--- config.mk ---
export PLATFORM = sky130hd
export DESIGN_NAME = packet_number_skip_generator_unit
export DESIGN_NICKNAME = d
export VERILOG_FILES = /design/src/sv/pnsg_pkg.sv /design/src/sv/pnsg_offset.sv /design/src/sv/pnsg_counter.sv /design/src/sv/packet_number_skip_generator_unit.sv
export SDC_FILE = /design/constraint.sdc
export NUM_CORES = 2
export LEC_CHECK = 0
export BUFFER_PORTS_ARGS = -buffer_cell sky130_fd_sc_hd__clkbuf_2
export CAP_MARGIN = 20
export CORE_ASPECT_RATIO = 0.75
export CORE_MARGIN = 3
export CORE_UTILIZATION = 60
export DETAILED_ROUTE_END_ITERATION = 8
export GPL_ROUTABILITY_DRIVEN = 1
export PLACE_DENSITY = 0.78
export SKIP_CTS_REPAIR_TIMING = 1
export SYNTH_ARGS = -nofsm -noshare
export SYNTH_HDL_FRONTEND = slang
export SYNTH_HIERARCHICAL = 1
export SYNTH_SLANG_ARGS = --single-unit
export TNS_END_PERCENT = 30
--- constraint.sdc ---
create_clock -name i_clk -period 11.2 [get_ports i_clk]
set_input_delay 2.8 -clock i_clk [delete_from_list [all_inputs] [get_ports i_clk]]
set_output_delay 2.8 -clock i_clk [all_outputs]
set_load 0.02 [all_outputs]
--- src/sv/pnsg_pkg.sv ---
package pnsg_pkg;

    localparam int PN_W          = 62;
    localparam int RND_W         = 16;
    localparam int GAP_W         = 16;
    localparam int PROD_W        = RND_W + GAP_W;
    localparam int SUM_W         = PROD_W + 2;
    localparam int OFF_W         = 17;
    localparam int DIV_SHIFT     = 15;
    localparam int CNT_OUT_W     = 4;
    localparam int REMEMBERED_SKIPS_DEF = 10;

    localparam logic [PROD_W-1:0] RANGE_DIV = PROD_W'(32'h7FFF);
    localparam logic [GAP_W-1:0]  GAP_RESET = GAP_W'(1);

    localparam logic MODE_NEXT   = 1'b0;
    localparam logic MODE_RESEED = 1'b1;

    typedef struct packed {
        logic             mode;
        logic [RND_W-1:0] random_value;
    } t_in_beat;

    typedef struct packed {
        logic [PN_W-1:0]      handed_number;
        logic                 skipped_valid;
        logic [PN_W-1:0]      skipped_number;
        logic [CNT_OUT_W-1:0] remembered_count;
    } t_out_beat;

    typedef struct packed {
        logic             mode;
        logic [OFF_W-1:0] offset;
    } t_off_beat;

endpackage

--- src/sv/pnsg_offset.sv ---
module pnsg_offset
    import pnsg_pkg::*;
(
    input  logic             i_clk,
    input  logic             i_rst_n,
    input  logic             i_cfg_valid,
    input  logic [GAP_W-1:0] i_cfg_data,
    input  logic             i_in_valid,
    output logic             o_in_stall,
    input  t_in_beat         i_in_beat,
    output logic             o_off_valid,
    input  logic             i_off_stall,
    output t_off_beat        o_off_beat
);

    logic [GAP_W-1:0]  r_gap;
    logic [GAP_W-1:0]  gap_m1;

    logic              r_v1, r_v2, r_v3, r_v4;
    logic              en1, en2, en3, en4;
    logic              r_mode1, r_mode2, r_mode3, r_mode4;
    logic [RND_W-1:0]  r_rnd1;
    logic [PROD_W-1:0] r_prod2, r_prod3;
    logic [OFF_W-1:0]  r_q3, r_off4;

    logic [SUM_W-1:0]  sum;
    logic [OFF_W-1:0]  n_q3;
    logic [PROD_W-1:0] q_times_div;
    logic [PROD_W-1:0] rem;
    logic [OFF_W-1:0]  n_off4;

    assign en4 = !r_v4 || !i_off_stall;
    assign en3 = !r_v3 || en4;
    assign en2 = !r_v2 || en3;
    assign en1 = !r_v1 || en2;
    assign o_in_stall = !en1;

    assign gap_m1 = (r_gap == '0) ? '0 : r_gap - GAP_W'(1);

    // floor(p / 0x7FFF) via p * (2^-15 + 2^-30 + 2^-45), at most one short
    assign sum  = SUM_W'(r_prod2) + SUM_W'(r_prod2 >> DIV_SHIFT)
                + SUM_W'(r_prod2 >> (2 * DIV_SHIFT));
    assign n_q3 = sum[DIV_SHIFT +: OFF_W];

    assign q_times_div = (PROD_W'(r_q3) << DIV_SHIFT) - PROD_W'(r_q3);
    assign rem         = r_prod3 - q_times_div;
    assign n_off4      = (rem >= RANGE_DIV) ? r_q3 + OFF_W'(1) : r_q3;

    always_ff @(posedge i_clk) begin
        if (!i_rst_n) begin
            r_gap <= GAP_RESET;
            r_v1  <= 1'b0;
            r_v2  <= 1'b0;
            r_v3  <= 1'b0;
            r_v4  <= 1'b0;
        end else begin
            if (i_cfg_valid) begin
                r_gap <= i_cfg_data;
            end
            if (en1) begin
                r_v1 <= i_in_valid;
            end
            if (en2) begin
                r_v2 <= r_v1;
            end
            if (en3) begin
                r_v3 <= r_v2;
            end
            if (en4) begin
                r_v4 <= r_v3;
            end
        end
    end

    always_ff @(posedge i_clk) begin
        if (en1) begin
            r_mode1 <= i_in_beat.mode;
            r_rnd1  <= i_in_beat.random_value;
        end
        if (en2) begin
            r_mode2 <= r_mode1;
            r_prod2 <= PROD_W'(r_rnd1) * PROD_W'(gap_m1);
        end
        if (en3) begin
            r_mode3 <= r_mode2;
            r_prod3 <= r_prod2;
            r_q3    <= n_q3;
        end
        if (en4) begin
            r_mode4 <= r_mode3;
            r_off4  <= n_off4;
        end
    end

    assign o_off_valid       = r_v4;
    assign o_off_beat.mode   = r_mode4;
    assign o_off_beat.offset = r_off4;

endmodule

--- src/sv/pnsg_counter.sv ---
module pnsg_counter
    import pnsg_pkg::*;
#(
    parameter int REMEMBERED_SKIPS = REMEMBERED_SKIPS_DEF
)(
    input  logic      i_clk,
    input  logic      i_rst_n,
    input  logic      i_off_valid,
    output logic      o_off_stall,
    input  t_off_beat i_off_beat,
    output logic      o_out_valid,
    input  logic      i_out_stall,
    output t_out_beat o_out_beat
);

    localparam int CNT_W = $clog2(REMEMBERED_SKIPS + 1);

    logic             r_valid;
    logic [PN_W-1:0]  r_next, n_next;
    logic [PN_W-1:0]  r_skip, n_skip;
    logic [CNT_W-1:0] r_count, n_count;
    t_out_beat        r_beat, n_beat;

    logic             en_out;
    logic             take;
    logic             hit;
    logic             draw;
    logic [PN_W-1:0]  pn_plus1;
    logic [PN_W-1:0]  draw_base;
    logic [CNT_W+CNT_OUT_W-1:0] count_ext;

    assign en_out      = !r_valid || !i_out_stall;
    assign o_off_stall = !en_out;
    assign take        = i_off_valid && en_out;

    always_comb begin
        pn_plus1  = r_next + PN_W'(1);
        hit       = (i_off_beat.mode == MODE_NEXT) && (pn_plus1 == r_skip);
        draw      = hit || (i_off_beat.mode == MODE_RESEED);
        draw_base = hit ? r_next + PN_W'(4) : r_next + PN_W'(2);

        n_next = r_next;
        if (i_off_beat.mode == MODE_NEXT) begin
            n_next = hit ? r_next + PN_W'(2) : pn_plus1;
        end
        n_skip  = draw ? draw_base + PN_W'(i_off_beat.offset) : r_skip;

        n_count = r_count;
        if (hit) begin
            // hold at full
            n_count = (r_count >= CNT_W'(REMEMBERED_SKIPS)) ? CNT_W'(REMEMBERED_SKIPS)
                                                           : r_count + CNT_W'(1);
        end
        count_ext = (CNT_W + CNT_OUT_W)'(n_count);

        n_beat.handed_number    = r_next;
        n_beat.skipped_valid    = hit;
        n_beat.skipped_number   = hit ? pn_plus1 : '0;
        n_beat.remembered_count = count_ext[CNT_OUT_W-1:0];
    end

    always_ff @(posedge i_clk) begin
        if (!i_rst_n) begin
            r_valid <= 1'b0;
            r_next  <= '0;
            r_skip  <= '0;
            r_count <= '0;
        end else begin
            if (en_out) begin
                r_valid <= i_off_valid;
            end
            if (take) begin
                r_next  <= n_next;
                r_skip  <= n_skip;
                r_count <= n_count;
            end
        end
    end

    always_ff @(posedge i_clk) begin
        if (take) begin
            r_beat <= n_beat;
        end
    end

    assign o_out_valid = r_valid;
    assign o_out_beat  = r_beat;

    a_skip_follows: assert property (@(posedge i_clk) disable iff (!i_rst_n)
        (o_out_valid && o_out_beat.skipped_valid) |->
        (o_out_beat.skipped_number == o_out_beat.handed_number + PN_W'(1)))
        else $error("skipped number not one past the handed number");

    a_skip_zero: assert property (@(posedge i_clk) disable iff (!i_rst_n)
        (o_out_valid && !o_out_beat.skipped_valid) |->
        (o_out_beat.skipped_number == '0))
        else $error("skipped number set without a skip");

    a_count_bound: assert property (@(posedge i_clk) disable iff (!i_rst_n)
        r_count <= CNT_W'(REMEMBERED_SKIPS))
        else $error("ring occupancy above its depth");

    a_next_moves: assert property (@(posedge i_clk) disable iff (!i_rst_n)
        (take && i_off_beat.mode == MODE_NEXT) |=> (r_next != $past(r_next)))
        else $error("next number did not advance");

endmodule

--- src/sv/packet_number_skip_generator_unit.sv ---
// channel  direction  handshake             payload
// in       input      i_in_valid/o_in_stall  i_in_beat  (t_in_beat)
// out      output     o_out_valid/i_out_stall o_out_beat (t_out_beat)
// cfg      input      i_cfg_valid/o_cfg_ready i_cfg_data (average_gap)
//
// One beat accepted per cycle while o_in_stall is low. Each beat passes through the offset
// pipeline registers in order: input register, multiply, reciprocal estimate, correction;
// then the counter update registers the result.
// Synchronous active-low reset clears counter, skip point and occupancy.
// A stall on the output only backs up as far as the pipeline is full.
module packet_number_skip_generator_unit
    import pnsg_pkg::*;
#(
    parameter int REMEMBERED_SKIPS = REMEMBERED_SKIPS_DEF
)(
    input  logic             i_clk,
    input  logic             i_rst_n,
    input  logic             i_cfg_valid,
    output logic             o_cfg_ready,
    input  logic [GAP_W-1:0] i_cfg_data,
    input  logic             i_in_valid,
    output logic             o_in_stall,
    input  t_in_beat         i_in_beat,
    output logic             o_out_valid,
    input  logic             i_out_stall,
    output t_out_beat        o_out_beat
);

    logic      off_valid;
    logic      off_stall;
    t_off_beat off_beat;

    assign o_cfg_ready = 1'b1;

    pnsg_offset u_offset (
        .i_clk       (i_clk),
        .i_rst_n     (i_rst_n),
        .i_cfg_valid (i_cfg_valid),
        .i_cfg_data  (i_cfg_data),
        .i_in_valid  (i_in_valid),
        .o_in_stall  (o_in_stall),
        .i_in_beat   (i_in_beat),
        .o_off_valid (off_valid),
        .i_off_stall (off_stall),
        .o_off_beat  (off_beat)
    );

    pnsg_counter #(
        .REMEMBERED_SKIPS (REMEMBERED_SKIPS)
    ) u_counter (
        .i_clk       (i_clk),
        .i_rst_n     (i_rst_n),
        .i_off_valid (off_valid),
        .o_off_stall (off_stall),
        .i_off_beat  (off_beat),
        .o_out_valid (o_out_valid),
        .i_out_stall (i_out_stall),
        .o_out_beat  (o_out_beat)
    );

endmodule
==> summary.md <==
| Metric | Value |
|---|---|
| Share of cells above drive strength 1 | 0.1072 |
| Most common cell after layout, fill and taps aside | nand2_1 |
| Most frequent CP cell | nand3_1 |
| Total wire length | about 140 mm |
| Synthesized cell area | roughly 35000 sq um |
| Grt total ovfl | 0 |
| Leakage | 15.18 nW |
| Pin count of the biggest net entering global routing | 75 |
| Hold Path Class | flip-flop to flip-flop |
| Max VDD drop | approximately 0.00023 V |
| First-pass GRT wire length | 201.1 mm |
| Initial core utilization | 0.6155 |
| Status | complete, no violations |
| MaxCap Viol Count | 0 |
| Fmax | 0.1029 GHz |
| DPL Wire Length | 106.8 mm |
| DR vias/cell | ~6.7 |
| Crit-path max cell delay | 0.72 ns |
| Final Net Count | between 4000 and 5000 |
| Die W | ~280 microns |
| Final setup vio count | 0 |
| Final worst slack | 1.486 ns |
| CP endpoint kind | flip-flop |
| Drt first pass iters | 9 |
| Avg Cell Area, Syn | approximately 9.0 sq um |
| Final period demand of the worst path | 9.714 ns |
| Vias after detailed routing | 32280 |
| Cells after Synth | 3896 |
| Synth top area share | 0.2126 |
| Most frequent cells in the layout | nand2_1 (418), inv_1 (343), nor2_1 (317), edfxtp_1 (247), ha_1 (220) |
| Fillers | 4465 |
| Post-synth EDFFs | 247 |
| # DRC | 0 |
| Dominant cell type by area after synthesis | edfxtp_1 |
| Worst-Margin Slew | 1.311 ns |
| Slew margin rel. | 0.1197 |
| Initial DRC Count | 4952 |
| Row cnt | 75 |
| CTS tree | built |
| Setup TNS | 0 ns |
| Initial antenna violation count | 6 |
| P&R area growth vs syn | 9.257% |
| Most used DFF post-synth | edfxtp_1 |
| Final period util | 0.8673 |
| Antenna-violating nets left | 0 |
| Top Ports | 170 |
| Max Fanout on Critical Path | 13 |
| Area contributors post-synth | edfxtp_1 (21%), fa_1 (11%), dfxtp_1 (8.6%) |
| CP Data Arrival Time | 10.24 ns |
| Clock sink count | roughly 400 |
| Core Footprint | 56680 sq um |
| Mapped Nets | 4352 |
| CP required | 11.73 ns |
| Total GRT Usage | 0.4412 |
| Number of synthesized register bits | 396 |
| Worst setup path category | flip-flop to flip-flop |
| RSZ-0062 raised after global routing | no |
| Worst Setup Start Kind | flip-flop |
| Register area share after synthesis | 0.2981 |
| Average wire per standard cell | 28.77 microns |
| Clock transition at the registers of the reported paths | 0.07 ns |
| PD cells | ~200 nW/um^2 |
| Ys async rst share | 0 |
| Worst slack, placed | 1.881 ns |
| Clock skew | roughly 0.036 ns |
| Die area | 61100 sq um |
| Clk_lat worst skew | 0.61 ns |
| CTS root buffer | clkbuf_16 |
| Clock tree buffer depth | 3 |
| RePlAce Congestion | 1.121 |
| Syn. warnings | 6 |
| Crit-path slowest cell | nor4bb_1 |
| TritonCTS Buffers | 42 |
| Slew Limit Fails | 0 |
| Sequence of cells on the critical path | ha_1, nand2_1, nor2_2, nand3_1, a2111oi_0, nor4bb_1, nand3_1, or4_1, nor4_1, nor2b_1, a21oi_1, xnor2_1, ha_1, a21oi_1, o21ai_0, a211oi_1, o21ai_0, a31o_2, nor2b_1, or2_2, or4b_2, or3_1, or4_1, nand3_1 |
| Buffers on Ports | 168 |
| Vias in the first global route | 29920 |
| Hold Fails Final Rpt | 0 |
| # H-tree levels | 2 |
| Die Y | 214.8 microns |
| Netlist cell types | 108 |
==> state kept, by name, indices dropped and copies added (netlist names), 17 cells and up <==
name                  cells
u_counter/r_skip         62
u_offset/r_prod2         32
u_counter/o_out_beat    129
u_counter/r_next         62
u_offset/r_q3            17
u_offset/r_off4          17
u_offset/r_prod3         32
==> final timing paths <==
kind	start	end	slack (ns)	cells past startpoint
max	u_counter/r_next[2]	u_counter/r_skip[37]	1.49	24
min	u_offset/r_mode3	u_offset/r_mode4	0.42	0
max reg2reg	u_counter/r_next[2]	u_counter/r_skip[37]	1.49	24
min reg2reg	u_offset/r_mode3	u_offset/r_mode4	0.42	0
==> cell type report <==
cell class / count / area (sq um) / share of cell area
Multi-Input combinational cell: 2952 / 22360 / 0.5866
Sequential cell: 396 / 10400 / 0.2728
Timing Repair Buffer: 267 / 1588 / 0.04166
Inverter: 345 / 1295 / 0.03397
Clock buffer: 53 / 1260 / 0.03306
Tap cell: 770 / 963.4 / 0.02528
Clock inverter: 25 / 239.0 / 0.006270
Antenna cell: 5 / 12.51 / 0.0003283
==> cell families after synthesis <==
family | count (synthesis) | share of synthesized area
buffers and inverters | 548 | 0.06226
AO/OA/AOI/OAI | 581 | 0.1104
other | 1 | 0.0001075
flip-flops | 396 | 0.2981
adder cells (fa/ha/maj) | 418 | 0.1925
multiplexers | 45 | 0.01327
XOR/XNOR | 345 | 0.09013
AND/OR/NAND/NOR | 1562 | 0.2333
==> synthesized netlist by cell type (17+ instances only) <==
| master | count |
|---|---|
| nand2_1 | 419 |
| inv_1 | 345 |
| nor2_1 | 317 |
| edfxtp_1 | 247 |
| ha_1 | 220 |
| xnor2_1 | 215 |
| fa_1 | 198 |
| a21oi_1 | 176 |
| dfxtp_1 | 149 |
| clkbuf_1 | 134 |
| xor2_1 | 121 |
| and2_1 | 112 |
| o21ai_0 | 112 |
| nand3_1 | 111 |
| nor3_1 | 104 |
| nand4_1 | 102 |
| nor2b_1 | 62 |
| nor4_1 | 56 |
| or3_1 | 43 |
| a21o_1 | 39 |
| mux2i_1 | 38 |
| and4_1 | 35 |
| nand2b_1 | 33 |
| buf_2 | 30 |
| or4_1 | 30 |
| and3_1 | 28 |
| o21a_1 | 23 |
| o211ai_1 | 21 |
| a211oi_1 | 20 |
| buf_1 | 19 |
| or2_2 | 18 |
| o31ai_1 | 17 |
==> layer usage <==
layer / track usage / vias up / share of wire
met5: 0.01094 / - / 0.00091
met4: 0.1133 / 8 / 0.031
met1: 0.6545 / 15550 / 0.41
met2: 0.5759 / 2613 / 0.38
li1: - / 13780 / -
met3: 0.1992 / 326 / 0.18
==> where the power goes <==
group	internal (mW)	switching (mW)	leakage (nW)
logic	1.68	2.48	11.0
registers	1.83	0.178	3.45
clock network	0.841	0.666	0.731
total	4.36	3.32	15.2
==> critical path, delay by kind of cell, from the launching register on <==
kind	cells	cell delay, ns
AO/OA/AOI/OAI	7	1.96
XOR/XNOR	1	0.16
AND/OR/NAND/NOR	14	5.95
adder cells (fa/ha/maj)	2	0.91
flip-flops	1	0.66
==> per-stage QoR <==
step | instance area (sq um) | hold WS [ns] | instances | utilization | total power, mW
after floorplan | 34890 | 0.4003 | 3896 | - | 4.964
after global placement | 36530 | 0.4054 | 4721 | 0.6446 | 5.859
after detailed placement | 36540 | 0.4083 | 4723 | 0.6447 | 5.994
after CTS | 38040 | 0.4194 | 4801 | 0.6712 | 7.555
after global routing | 38100 | 0.4301 | 4808 | 0.6723 | 8.175
final | 38120 | 0.4199 | 4813 | 0.6725 | 7.679
(Power assumes the default switching activity.)
